**src/rtl/core/pppenc_pkg.sv**
```systemverilog
`timescale 1ns / 1ps

package pppenc_pkg;

	localparam logic [7:0]  FLAG_BYTE = 8'h7E;
	localparam logic [7:0]  ESC_BYTE  = 8'h7D;
	localparam logic [7:0]  ESC_XOR   = 8'h20;
	localparam logic [15:0] FCS_INIT  = 16'hFFFF;
	localparam logic [15:0] FCS_POLY  = 16'h8408;

	localparam int QUEUE_DEPTH = 4;

	typedef struct packed {
		logic [7:0] payload_byte;
		logic       byte_present;
		logic       frame_end;
	} in_word_t;

	typedef struct packed {
		logic [7:0] line_byte;
		logic       run_last;
		logic       closing_flag;
	} out_word_t;

	typedef struct packed {
		logic        open_flag;
		logic        byte_present;
		logic [7:0]  payload_byte;
		logic        frame_end;
		logic [15:0] fcs;
	} job_t;

	typedef struct packed {
		logic valid;
		job_t job;
	} queue_rd_t;

	typedef enum logic [2:0] {
		PH_OPEN,
		PH_DATA,
		PH_FCS_LO,
		PH_FCS_HI,
		PH_CLOSE
	} phase_t;

	function automatic logic [15:0] fcs_update(input logic [15:0] crc, input logic [7:0] b);
		logic [15:0] c;
		c = crc ^ {8'h00, b};
		for (int i = 0; i < 8; i++) begin
			c = c[0] ? ((c >> 1) ^ FCS_POLY) : (c >> 1);
		end
		return c;
	endfunction

	function automatic logic needs_escape(input logic [7:0] b);
		return (b < ESC_XOR) || (b == FLAG_BYTE) || (b == ESC_BYTE);
	endfunction

endpackage

```
**src/rtl/core/pppenc_front.sv**
```systemverilog
`timescale 1ns / 1ps

module pppenc_front (
	input  logic                 clk,
	input  logic                 arst_n,
	input  logic                 in_valid,
	output logic                 in_ready,
	input  pppenc_pkg::in_word_t in_word,
	input  logic                 q_full,
	output logic                 push,
	output pppenc_pkg::job_t     push_job
);
	import pppenc_pkg::*;

	logic [15:0] crc_q;
	logic        open_q;
	logic [15:0] crc_next;
	logic        accept;

	assign in_ready = !q_full;
	assign accept   = in_valid && in_ready;
	assign push     = accept && (in_word.byte_present || in_word.frame_end);

	assign crc_next = in_word.byte_present ? fcs_update(crc_q, in_word.payload_byte) : crc_q;

	always_comb begin
		push_job.open_flag    = !open_q;
		push_job.byte_present = in_word.byte_present;
		push_job.payload_byte = in_word.payload_byte;
		push_job.frame_end    = in_word.frame_end;
		push_job.fcs          = ~crc_next;
	end

	always_ff @(posedge clk or negedge arst_n) begin
		if (!arst_n) begin
			crc_q  <= FCS_INIT;
			open_q <= 1'b0;
		end else if (push) begin
			if (in_word.frame_end) begin
				crc_q  <= FCS_INIT;
				open_q <= 1'b0;
			end else begin
				crc_q  <= crc_next;
				open_q <= 1'b1;
			end
		end
	end

endmodule

```
**src/rtl/core/pppenc_queue.sv**
```systemverilog
`timescale 1ns / 1ps

module pppenc_queue #(
	parameter int DEPTH = pppenc_pkg::QUEUE_DEPTH
) (
	input  logic                  clk,
	input  logic                  arst_n,
	input  logic                  push,
	input  pppenc_pkg::job_t      push_job,
	output logic                  full,
	input  logic                  pop,
	output pppenc_pkg::queue_rd_t rd
);
	import pppenc_pkg::*;

	localparam int AW = (DEPTH > 1) ? $clog2(DEPTH) : 1;
	localparam int CW = $clog2(DEPTH + 1);

	job_t          mem_q [DEPTH];
	logic [AW-1:0] wr_ptr_q;
	logic [AW-1:0] rd_ptr_q;
	logic [CW-1:0] count_q;

	assign full     = (count_q == CW'(DEPTH));
	assign rd.valid = (count_q != '0);
	assign rd.job   = mem_q[rd_ptr_q];

	always_ff @(posedge clk) begin
		if (push) begin
			mem_q[wr_ptr_q] <= push_job;
		end
	end

	always_ff @(posedge clk or negedge arst_n) begin
		if (!arst_n) begin
			wr_ptr_q <= '0;
			rd_ptr_q <= '0;
			count_q  <= '0;
		end else begin
			if (push) begin
				wr_ptr_q <= (wr_ptr_q == AW'(DEPTH - 1)) ? '0 : wr_ptr_q + 1'b1;
			end
			if (pop) begin
				rd_ptr_q <= (rd_ptr_q == AW'(DEPTH - 1)) ? '0 : rd_ptr_q + 1'b1;
			end
			if (push && !pop) begin
				count_q <= count_q + 1'b1;
			end else if (pop && !push) begin
				count_q <= count_q - 1'b1;
			end
		end
	end

endmodule

```
**src/rtl/core/pppenc_back.sv**
```systemverilog
`timescale 1ns / 1ps

module pppenc_back (
	input  logic                  clk,
	input  logic                  arst_n,
	input  pppenc_pkg::queue_rd_t rd,
	output logic                  pop,
	output logic                  out_valid,
	input  logic                  out_ready,
	output pppenc_pkg::out_word_t out_word
);
	import pppenc_pkg::*;

	job_t      job_q;
	logic      busy_q;
	phase_t    phase_q;
	logic      esc_q;
	logic      out_valid_q;
	out_word_t out_q;

	phase_t    phase_d;
	phase_t    first_phase;
	logic      esc_d;
	logic      busy_d;
	logic      emit;
	logic      escapable;
	logic      closing;
	logic      job_done;
	logic [7:0] cur_byte;
	out_word_t word_d;

	assign out_valid = out_valid_q;
	assign out_word  = out_q;
	assign emit      = busy_q && (!out_valid_q || out_ready);
	assign pop       = !busy_q && rd.valid;

	always_comb begin
		if (rd.job.open_flag) begin
			first_phase = PH_OPEN;
		end else if (rd.job.byte_present) begin
			first_phase = PH_DATA;
		end else begin
			first_phase = PH_FCS_LO;
		end
	end

	always_ff @(posedge clk or negedge arst_n) begin
		if (!arst_n) begin
			busy_q  <= 1'b0;
			phase_q <= PH_OPEN;
			esc_q   <= 1'b0;
		end else if (pop) begin
			busy_q  <= 1'b1;
			phase_q <= first_phase;
			esc_q   <= 1'b0;
		end else begin
			busy_q  <= busy_d;
			phase_q <= phase_d;
			esc_q   <= esc_d;
		end
	end

	always_ff @(posedge clk) begin
		if (pop) begin
			job_q <= rd.job;
		end
	end

	always_comb begin
		cur_byte  = FLAG_BYTE;
		escapable = 1'b0;
		closing   = 1'b0;
		job_done  = 1'b0;
		phase_d   = phase_q;
		esc_d     = esc_q;
		busy_d    = busy_q;
		case (phase_q)
			PH_OPEN: begin
				cur_byte = FLAG_BYTE;
			end
			PH_DATA: begin
				cur_byte  = job_q.payload_byte;
				escapable = 1'b1;
			end
			PH_FCS_LO: begin
				cur_byte  = job_q.fcs[7:0];
				escapable = 1'b1;
			end
			PH_FCS_HI: begin
				cur_byte  = job_q.fcs[15:8];
				escapable = 1'b1;
			end
			PH_CLOSE: begin
				cur_byte = FLAG_BYTE;
				closing  = 1'b1;
			end
			default: begin
				cur_byte = FLAG_BYTE;
			end
		endcase

		if (escapable && needs_escape(cur_byte) && !esc_q) begin
			word_d.line_byte    = ESC_BYTE;
			word_d.run_last     = 1'b0;
			word_d.closing_flag = 1'b0;
			if (emit) begin
				esc_d = 1'b1;
			end
		end else begin
			case (phase_q)
				PH_OPEN: begin
					if (job_q.byte_present) begin
						phase_d = PH_DATA;
					end else begin
						phase_d = PH_FCS_LO;
					end
				end
				PH_DATA: begin
					phase_d  = PH_FCS_LO;
					job_done = !job_q.frame_end;
				end
				PH_FCS_LO: phase_d = PH_FCS_HI;
				PH_FCS_HI: phase_d = PH_CLOSE;
				PH_CLOSE:  job_done = 1'b1;
				default:   job_done = 1'b1;
			endcase
			word_d.line_byte    = esc_q ? (cur_byte ^ ESC_XOR) : cur_byte;
			word_d.run_last     = job_done;
			word_d.closing_flag = closing;
			if (emit) begin
				esc_d = 1'b0;
				if (job_done) begin
					busy_d = 1'b0;
				end
			end else begin
				phase_d = phase_q;
			end
		end
	end

	always_ff @(posedge clk or negedge arst_n) begin
		if (!arst_n) begin
			out_valid_q <= 1'b0;
		end else if (emit) begin
			out_valid_q <= 1'b1;
		end else if (out_ready) begin
			out_valid_q <= 1'b0;
		end
	end

	always_ff @(posedge clk) begin
		if (emit) begin
			out_q <= word_d;
		end
	end

endmodule

```
**src/rtl/core/ppp_async_frame_encoder_core.sv**
```systemverilog
`timescale 1ns / 1ps

// Channel  Dir  Handshake              Word
// in       in   in_valid / in_ready    in_word  (payload_byte, byte_present, frame_end)
// out      out  out_valid / out_ready  out_word (line_byte, run_last, closing_flag)
//
// The front takes one input word per cycle while the job queue has room and updates
// the FCS in the same cycle; idle words are taken and dropped.
// The back drives one line byte per cycle while busy with a job and not stalled; it
// loads each job from the queue in a step of its own and pops no new job until done.
// Reset clears the FCS to all ones, closes the frame and empties queue and output.
// A stalled output holds the back; the queue lets the front keep taking words until full.
module ppp_async_frame_encoder_core #(
	parameter int QUEUE_DEPTH = pppenc_pkg::QUEUE_DEPTH
) (
	input  logic                  clk,
	input  logic                  arst_n,
	input  logic                  in_valid,
	output logic                  in_ready,
	input  pppenc_pkg::in_word_t  in_word,
	output logic                  out_valid,
	input  logic                  out_ready,
	output pppenc_pkg::out_word_t out_word
);
	import pppenc_pkg::*;

	logic      q_full;
	logic      push;
	job_t      push_job;
	logic      pop;
	queue_rd_t rd;

	pppenc_front u_front (
		.clk      (clk),
		.arst_n   (arst_n),
		.in_valid (in_valid),
		.in_ready (in_ready),
		.in_word  (in_word),
		.q_full   (q_full),
		.push     (push),
		.push_job (push_job)
	);

	pppenc_queue #(
		.DEPTH (QUEUE_DEPTH)
	) u_queue (
		.clk      (clk),
		.arst_n   (arst_n),
		.push     (push),
		.push_job (push_job),
		.full     (q_full),
		.pop      (pop),
		.rd       (rd)
	);

	pppenc_back u_back (
		.clk       (clk),
		.arst_n    (arst_n),
		.rd        (rd),
		.pop       (pop),
		.out_valid (out_valid),
		.out_ready (out_ready),
		.out_word  (out_word)
	);

endmodule

```
**config.mk**
```make
export PLATFORM = sky130hd
export DESIGN_NAME = ppp_async_frame_encoder_core
export DESIGN_NICKNAME = d
export VERILOG_FILES = /design/src/rtl/core/pppenc_pkg.sv /design/src/rtl/core/pppenc_front.sv /design/src/rtl/core/pppenc_queue.sv /design/src/rtl/core/pppenc_back.sv /design/src/rtl/core/ppp_async_frame_encoder_core.sv
export SDC_FILE = /design/constraint.sdc
export NUM_CORES = 1
export LEC_CHECK = 0
export BUFFER_PORTS_ARGS = -buffer_cell sky130_fd_sc_hd__buf_2
export CAP_MARGIN = 20
export CORE_ASPECT_RATIO = 1.5
export CORE_MARGIN = 3
export CORE_UTILIZATION = 50
export CTS_CLUSTER_DIAMETER = 120
export CTS_CLUSTER_SIZE = 40
export DETAILED_ROUTE_END_ITERATION = 16
export PLACE_DENSITY = 0.74
export SYNTH_ARGS = -nofsm -noshare
export SYNTH_HDL_FRONTEND = slang
export SYNTH_SLANG_ARGS = --single-unit
```
**constraint.sdc**
```tcl
create_clock -name clk -period 2.4 [get_ports clk]
set_clock_uncertainty 0.2 [all_clocks]
set_input_delay 0.36 -clock clk [delete_from_list [all_inputs] [get_ports clk]]
set_output_delay 0.36 -clock clk [all_outputs]
set_load 0.1 [all_outputs]
```
==> results.toml, run 1 <==
[run_status]
status = "finished, final reports clean"

[worst_hold_path]
hp-class = "input port to flip-flop"
min_from = "in_word[7]"

[floorplanning]
die-area_um2 = 15800
design.core.area_um2 = 13700
die_x_um = 104
num_rows = 52
fp.dieH_um = 152
io_pins = 26
initial_core_util_pct = 52.1

[setup_path]
setup.worst_path.end_class = "flip-flop"
path_max_fanout = 8
cp-start-kind = "flip-flop"
reg2reg_from = "u_back.phase_q[0]$_DFFE_PN0P_"
startpoint = "u_back.phase_q[0]$_DFFE_PN0P_"
path_class = "flip-flop to flip-flop"
worstPathRequired_ns = 2.36
arrival_ns = 2.36

[timing]
fin_crit_ns = 2.39
timing.final.ws_setup_ns = 0.00684
fmax_ghz = 0.418
finalHoldViolCount = 0
hold_ws_ns = 0.0121
maxSlewViolCount = 0
tightest_slew_ns = 0.758
maxSlewHeadroom_pct = 49.5
finalSetupViolCount = 0
fin_crit_sh_pct = 99.7

[power]
p_leak_uw = 0.00296
powerDensity_nw_per_um2 = 1470
ir_drop_v = 0.000646

[layout]
diodes = 0
stdcell_count = 669
area_delta_synth_final_pct = 18.0
final_nets = 488
drive_gt1_share_pct = 33.8
stdcell_area_um2 = 8440
layout.core_utilization_pct = 61.5

[synth]
synthFlopType = "edfxtp_1"
async_reset_ff_share_pct = 17.2
synth_edf_count = 144
ys_ff_latch = 174
synth_nets = 430
syn_inst = 409
syn_area_um2 = 7150
ys_seq_area_share_pct = 71.3
syn_avg_cell_area_um2 = 17.5
synth.distinct_cells = 50
ys_warn_count = 0

[detailed_routing]
vias = 3724
vias_per_cell = 5.57
routedWlPerCell_um = 19.6
detail-route-antenna-nets = 0
drt_iter0_markers = 215
dr.pass1.iters = 4
totalWireLength_mm = 13.1
drcViolationCount = 0

[clock_tree]
clk_latency_ns = 0.42
cts_buffers = 17
clockBufferDepth = 2
cts_tree = "yes"
clock-sinks = 174
path_clk_slew_ns = 0.07
htree_levels = 4
root_buffer = "clkbuf_16"

[global_route]
grt_pass1_vias = 3926
grt_pass1_wl_mm = 21.2
grtUsageTotal_pct = 17.4
antenna_found_initial = 0
overflow = 0
grt_max_degree = 35

[place]
globalplace.congestion = 0.929
place_area_um2 = 7670
dp_slack_ns = 0.0483
dp.cells = 627
hpwl_mm = 8.75
port_buffers = 25

[job]
maxCapViolCount = 0
==> routing by layer <==
layer	wire length, um	vias up	global-route usage [%]
li1	-	1703	-
met1	5070	1905	20.6
met2	7370	97	31.0
met3	435	19	3.35
met4	214	0	7.60
met5	0	-	0
==> path summary, 6_finish.rpt <==
check | to | slack (ns) | depth (start not counted)
max | u_back.out_word[2]$_SDFFCE_PP1P_ | 0.007 | 8
min | u_queue.mem_q[0][22]$_DFFE_PP_ | 0.01 | 1
max reg2reg | u_back.out_word[2]$_SDFFCE_PP1P_ | 0.007 | 8
min reg2reg | u_back.out_valid$_DFFE_PN0P_ | 0.31 | 2
max in group asynchronous | u_queue.rd_ptr_q[0]$_DFFE_PN0P_ | 1.12 | 2
min in group asynchronous | u_back.out_valid$_DFFE_PN0P_ | 0.36 | 2
==> critical path, stage by stage, from the launching register on <==
cell	delay (ns)
dfrtp_1	0.40
buf_6	0.15
mux2_4	0.32
o32ai_4	0.17
xor2_2	0.26
buf_4	0.16
o21a_4	0.14
nor2_2	0.05
or2_2	0.29
==> synthesized netlist by cell type (all sizes together) (2+ instances only) <==
master    n  area, um^2
a21o      6        45.0
a21oi    16        83.8
and2      6        37.5
buf      11        75.1
clkbuf   10        37.5
dfrtp    14         350
dfstp    16         420
edfxtp  144        4320
ha        6        75.1
inv      10        37.5
mux2     10         113
mux2i     9        90.1
mux4     27         608
nand2    16        60.1
nand2b    3        21.3
nor2     21        78.8
nor3      4        20.0
o211ai    2        20.0
o21ai    10        50.0
o22a     14         123
o31ai     3        27.5
o32ai     5        58.8
or2       2        12.5
xnor2    21         184
xor2      8        70.1
==> placed cells by master (no fill, tap or decap), types with 2 or more instances in the layout <==
cell type and n:
and2_1 2, nand2b_1 2, clkinv_2 2, inv_1 9
xnor2_1 21, o32ai_2 3, clkinv_4 2, dfstp_2 16
clkbuf_16 17, xor2_1 7, dfrtp_1 13, buf_2 25
clkinvlp_4 2, mux2_2 5, buf_4 21, buf_6 2
ha_1 6, a21oi_1 13, a21o_1 6, mux2_4 3
and2_2 4, or2_2 2, mux2_1 2, nor3_1 4
o31ai_1 2, edfxtp_1 144, o21ai_0 9, mux4_2 27
nand2_1 16, dlygate4sd3_1 7, nor2_1 20, o22a_1 14
buf_12 5, inv_6 8, a21oi_2 3, mux2i_1 9
==> per-stage QoR <==
stage | power, uW | setup TNS, ns
2_1_floorplan | 8340 | 0
6_report | 12400 | 0
5_1_grt | 13100 | -0.0661
4_1_cts | 12100 | 0
3_3_place_gp | 9290 | 0
3_5_place_dp | 9490 | 0
==> where the power goes <==
part / total, uW / internal [uW] / switching (uW)
Combinational: 4810 / 1940 / 2870
Clock: 2610 / 1460 / 1150
Sequential: 5010 / 4620 / 395
==> logic make-up (layout without fill, tap and decap cells) <==
family / after synthesis / count (layout) / share of synthesized area, %
flops: 174 / 174 / 71.3
compound gates: 63 / 63 / 6.54
simple gates: 59 / 59 / 3.88
mux: 46 / 46 / 11.3
buf+inv: 31 / 102 / 2.10
xor+xnor: 29 / 29 / 3.55
fa+ha+maj: 7 / 7 / 1.33
==> flip-flops by register name (all words and copies together) (netlist names) <==
register,cells
u_back.busy_q,1
u_back.esc_q,1
u_back.job_q,26
u_back.out_valid,1
u_back.out_word,10
u_back.phase_q,3
u_front.crc_q,16
u_front.open_q,1
u_queue.count_q,3
u_queue.mem_q,108
u_queue.rd_ptr_q,2
u_queue.wr_ptr_q,2
==> what timing repair did <==
| item | CTS | global route |
|---|---|---|
| hold buffers | 7 | 0 |
| endpoints found under the setup margin | 0 | 6 |
| setup buffers | 0 | 3 |
| resized for setup | 0 | 19 |
| endpoints found under the hold margin | 37 | 0 |
==> final cells by class <==
class | instances | area (um^2)
repair buffers | 60 | 475
fillers | 964 | 5290
clock buffers | 17 | 425
inverters | 10 | 41.3
well taps | 189 | 236
flip-flops and latches | 174 | 5100
clock inverters | 15 | 146
multi-input cells | 204 | 2020
Note: power is estimated with default switching activity, not from simulation.
==> run 2: changes to the inputs <==
--- a/config.mk
+++ b/config.mk
@@ -6,4 +6,5 @@
 export NUM_CORES = 1
 export LEC_CHECK = 0
+export ABC_AREA = 0
 export BUFFER_PORTS_ARGS = -buffer_cell sky130_fd_sc_hd__buf_2
 export CAP_MARGIN = 20
==> constraint.sdc (replaced) <==
create_clock -name clk -period 2.4 [get_ports clk]
set_clock_uncertainty 0.2 [all_clocks]
set_input_delay 0.48 -clock clk [delete_from_list [all_inputs] [get_ports clk]]
set_output_delay 0.48 -clock clk [all_outputs]
set_load 0.1 [all_outputs]
==> results.toml, run 2 (synthesis results as in run 1) <==
[clock_tree]
cts_tree = "yes"
root_buffer = "clkbuf_16"
path_clk_slew_ns = 0.08
post-cts-setup-buffers = 0
clk_latency_ns = 0.44
clock-sinks = 174
cts_buffers = 17
clockBufferDepth = 2
htree_levels = 4

[floorplanning]
num_rows = 52
initial_core_util_pct = 52.1
design.core.area_um2 = 13700
fp.dieH_um = 152
die_x_um = 104
io_pins = 26
die-area_um2 = 15800

[worst_hold_path]
hp-class = "input port to flip-flop"
min_from = "in_word[5]"

[power]
pwr-share-seq_pct = 40.5
powerDensity_nw_per_um2 = 1490
switchingPower_uw = 4490
ir_drop_v = 0.000727
netSwitchingFraction_pct = 36.2
p_int_uw = 7920
p_leak_uw = 0.00291
p_clk_share_pct = 22.6
comb_power_share_pct = 36.9

[global_route]
grtUsageTotal_pct = 18.1
antenna_found_initial = 0
grt_pass1_wl_mm = 21.5
grt_pass1_vias = 4027
overflow = 0
grt_max_degree = 35

[timing]
hold_ws_ns = 0.0817
timing.final.ws_setup_ns = 0.0707
maxSlewViolCount = 0
fin_crit_ns = 2.33
finalHoldViolCount = 0
tightest_slew_ns = 0.741
maxSlewHeadroom_pct = 50.6
finalSetupViolCount = 0
fmax_ghz = 0.429
rsz0062_at_grt = "no"
fin_tns_setup_ns = 0
fin_crit_sh_pct = 97.1

[setup_path]
crit_slowest_cell = "or4_4"
path_cells = "buf_4 > mux2_1 > o32ai_2 > or4_4 > o21a_4 > o22a_1"
startpoint = "u_back.phase_q[0]$_DFFE_PN0P_"
cp-start-kind = "flip-flop"
worstPathRequired_ns = 2.38
path_class = "flip-flop to flip-flop"
max_stage_delay_ns = 0.56
reg2reg_from = "u_back.phase_q[0]$_DFFE_PN0P_"
arrival_ns = 2.31
setup.worst_path.end_class = "flip-flop"
path_max_fanout = 6

[detailed_routing]
totalWireLength_mm = 13.4
dr.pass1.iters = 4
wl_met2_mm = 7.46
detail-route-antenna-nets = 0
wl_met3_um = 464
drt-met1-wl_mm = 5.14
highest_layer = "met4"
routedWlPerCell_um = 20.4
vias = 3671
drcViolationCount = 0
vias_per_cell = 5.59
drt_iter0_markers = 176

[layout]
drive_gt1_share_pct = 32.9
reg.largest.list = "u_queue.mem_q: 108 flops, u_back.job_q: 26 flops, u_front.crc_q: 16 flops"
regArea_um2 = 5100
area_delta_synth_final_pct = 16.7
final_nets = 476
diodes = 0
n_fill_cell = 958
multiInputGateArea_um2 = 1970
largest_reg_flops = 108
final_common_cell = "edfxtp_1"
top_register = "u_queue.mem_q"
final_cell_mix = "144 x edfxtp_1, 27 x mux4_2, 25 x buf_2, 21 x xnor2_1, 20 x nor2_1"

[place]
port_buffers = 25
hpwl_mm = 8.62
globalplace.congestion = 0.890
dp_slack_ns = 0.0161

[run_status]
status = "finished, final reports clean"

[job]
maxCapViolCount = 0
[run 2: final cells by class]
type,instances,area share [%]
clock buffers,18,5.40
clock inverters,14,2.19
inverters,10,0.495
multi-input cells,204,23.6
flip-flops and latches,174,61.1
well taps,189,2.83
repair buffers,48,4.39
[run 2: power by group through the flow]
stage	clock network, uW	registers (uW)	logic [uW]
after floorplan	0	5490	2840
after global placement	0	5030	4270
after detailed placement	0	5070	4430
after CTS	2850	5020	4460
after global routing	2980	5110	4950
final	2800	5030	4580
[run 2: per-layer routing]
metal  up-vias  GRT usage [%]
met4         0           9.38
met3        24           4.07
met1      1883           20.4
li1       1680              -
met5         -              0
met2        84           32.3
[run 2: worst max-delay path: cells and delay by family (launching register included)]
| family | cells | cell delay (ns) |
|---|---|---|
| AO/OA/AOI/OAI | 3 | 0.53 |
| AND/OR/NAND/NOR | 1 | 0.56 |
| multiplexers | 1 | 0.22 |
| buffers and inverters | 1 | 0.17 |
| flip-flops | 1 | 0.40 |
[run 2: through the flow]
stage               std cells  area, um^2  total power [uW]  util [%]
floorplan                 409        7170              8340         -
global placement          624        7640              9300      55.7
detailed placement        624        7640              9500      55.7
CTS                       657        8290             12300      60.4
global route              657        8350             13000      60.8
finish                    657        8350             12400      60.8
[run 2: repair_timing]
item / 4_1_cts / 5_1_grt
resized for setup: 0 / 11
setup endpoints to repair: 0 / 6
hold buffers: 1 / 0
endpoints found under the hold margin: 14 / 0
[run 2: worst paths after layout]
path / depth (start not counted) / end / slack (ns)
max: 6 / u_back.out_word[1]$_SDFFCE_PP0P_ / 0.07
min: 1 / u_queue.mem_q[1][20]$_DFFE_PP_ / 0.08
max reg2reg: 6 / u_back.out_word[1]$_SDFFCE_PP0P_ / 0.07
min reg2reg: 2 / u_back.out_valid$_DFFE_PN0P_ / 0.31
max in group asynchronous: 2 / u_queue.rd_ptr_q[0]$_DFFE_PN0P_ / 1.05
min in group asynchronous: 2 / u_queue.count_q[2]$_DFFE_PN0P_ / 0.44
==> run 3: changes to the inputs <==
==> constraint.sdc (replaced) <==
create_clock -name clk -period 2.4 [get_ports clk]
set_clock_uncertainty 0.2 [all_clocks]
set_input_delay 0.12 -clock clk [delete_from_list [all_inputs] [get_ports clk]]
set_output_delay 0.12 -clock clk [all_outputs]
set_load 0.1 [all_outputs]
==> results.toml, run 3 (synthesis results as in run 1) <==
[layout]
top_register = "u_queue.mem_q"
final_nets = 488
final_cell_mix = "144 x edfxtp_1, 27 x mux4_2, 25 x buf_2, 22 x buf_4"
reg.largest.list = "u_queue.mem_q: 108 flops, u_back.job_q: 26 flops, u_front.crc_q: 16 flops"
largest_reg_flops = 108
drive_gt1_share_pct = 31.5
regArea_um2 = 5100
n_fill_cell = 978
final_common_cell = "edfxtp_1"
area_delta_synth_final_pct = 16.2
diodes = 0
stdcell_count = 669
multiInputGateArea_um2 = 1940

[place]
hpwl_mm = 8.98
dp.cells = 626
globalplace.congestion = 0.912
port_buffers = 25

[clock_tree]
path_clk_slew_ns = 0.06
clock-sinks = 174
clk_latency_ns = 0.42
root_buffer = "clkbuf_16"
cts_tree = "yes"
clockBufferDepth = 2
cts_buffers = 17
htree_levels = 4

[job]
maxCapViolCount = 0

[floorplanning]
design.core.area_um2 = 13700
die_x_um = 104
initial_core_util_pct = 52.1
io_pins = 26
die-area_um2 = 15800
fp.dieH_um = 152
num_rows = 52

[global_route]
grt_pass1_vias = 3938
grt_max_degree = 35
grt_pass1_wl_mm = 21.6
overflow = 0
antenna_found_initial = 0
grtUsageTotal_pct = 18.0

[power]
power.total_uw = 12000
pwr-share-seq_pct = 41.7
switchingPower_uw = 4320
netSwitchingFraction_pct = 35.9
comb_power_share_pct = 37.1
p_leak_uw = 0.00291
powerDensity_nw_per_um2 = 1450
p_int_uw = 7720
p_clk_share_pct = 21.2
ir_drop_v = 0.000553

[timing]
rsz0062_at_grt = "no"
maxSlewViolCount = 0
fin_crit_sh_pct = 97.6
finalSetupViolCount = 0
maxSlewHeadroom_pct = 50.0
fin_tns_setup_ns = 0
tightest_slew_ns = 0.750
fin_crit_ns = 2.34
fmax_ghz = 0.427
finalHoldViolCount = 0

[setup_path]
path_class = "flip-flop to flip-flop"
cp-start-kind = "flip-flop"
arrival_ns = 2.31
setup.worst_path.end_class = "flip-flop"
worstPathRequired_ns = 2.36
path_max_fanout = 15

[detailed_routing]
dr.pass1.iters = 4
detail-route-antenna-nets = 0
vias_per_cell = 5.58
drcViolationCount = 0
vias = 3733
totalWireLength_mm = 13.4
drt_iter0_markers = 265
routedWlPerCell_um = 20.0

[run_status]
status = "finished, final reports clean"

[worst_hold_path]
hp-class = "input port to flip-flop"
-- run 3: final timing paths --
path                                                         end  depth (start not counted)  slack [ns]                          start
worst min-delay path              u_queue.mem_q[2][25]$_DFFE_PP_                          2        0.08                     in_word[1]
worst max register to register  u_back.out_word[1]$_SDFFCE_PP0P_                          6        0.06  u_back.phase_q[0]$_DFFE_PN0P_
worst min register to register      u_back.out_valid$_DFFE_PN0P_                          1        0.32      u_back.busy_q$_DFFE_PN0P_
worst max-delay path            u_back.out_word[1]$_SDFFCE_PP0P_                          6        0.06  u_back.phase_q[0]$_DFFE_PN0P_
min in group asynchronous           u_back.out_valid$_DFFE_PN0P_                          2        0.10                         arst_n
max in group asynchronous        u_queue.rd_ptr_q[0]$_DFFE_PN0P_                          2        1.38                         arst_n
-- run 3: what timing repair did --
item | in CTS | in global routing
setup endpoints to repair | 0 | 5
endpoints found under the hold margin | 60 | 0
resized for setup | 0 | 4
setup buffers | 0 | 0
hold buffers | 11 | 0
-- run 3: critical path, stage by stage, from the launching register on --
cell	delay (ns)
dfrtp_1	0.40
buf_12	0.16
mux2_2	0.22
o32ai_1	0.10
or4_4	0.55
o21a_1	0.23
o22a_1	0.23
-- run 3: through the flow --
| step | util [%] | hold WS [ns] | setup WS (ns) | area, um^2 |
|---|---|---|---|---|
| floorplan | - | -0.376 | 0.0239 | 7170 |
| global placement | 55.5 | 0.0230 | 0.0864 | 7620 |
| detailed placement | 55.5 | 0.0379 | 0.0559 | 7620 |
| CTS | 60.4 | 0.0681 | 0.0364 | 8290 |
| global route | 60.5 | 0.0889 | 0.00305 | 8310 |
| finish | 60.5 | 0.0798 | 0.0568 | 8310 |
-- run 3: metal layers --
metal	up-vias	part of all wire [%]	GRT usage, %
li1	1699	-	-
met4	0	3.9	9.32
met5	-	0	0
met1	1902	38	20.4
met3	30	3.6	3.60
met2	102	55	32.3
-- run 3: layout make-up --
class | count | share of cell area (%)
repair buffers | 60 | 5.30
clock inverters | 15 | 1.58
inverters | 10 | 0.497
multi-input cells | 204 | 23.3
flip-flops and latches | 174 | 61.3
clock buffers | 17 | 5.12
well taps | 189 | 2.85
-- run 3: power groups by stage --
stage / registers, uW / logic (uW) / clock network, uW
2_1_floorplan: 5490 / 2840 / 0
3_3_place_gp: 5020 / 4240 / 0
3_5_place_dp: 5070 / 4400 / 0
4_1_cts: 5020 / 4470 / 2590
5_1_grt: 5080 / 4850 / 2720
6_report: 5020 / 4470 / 2550
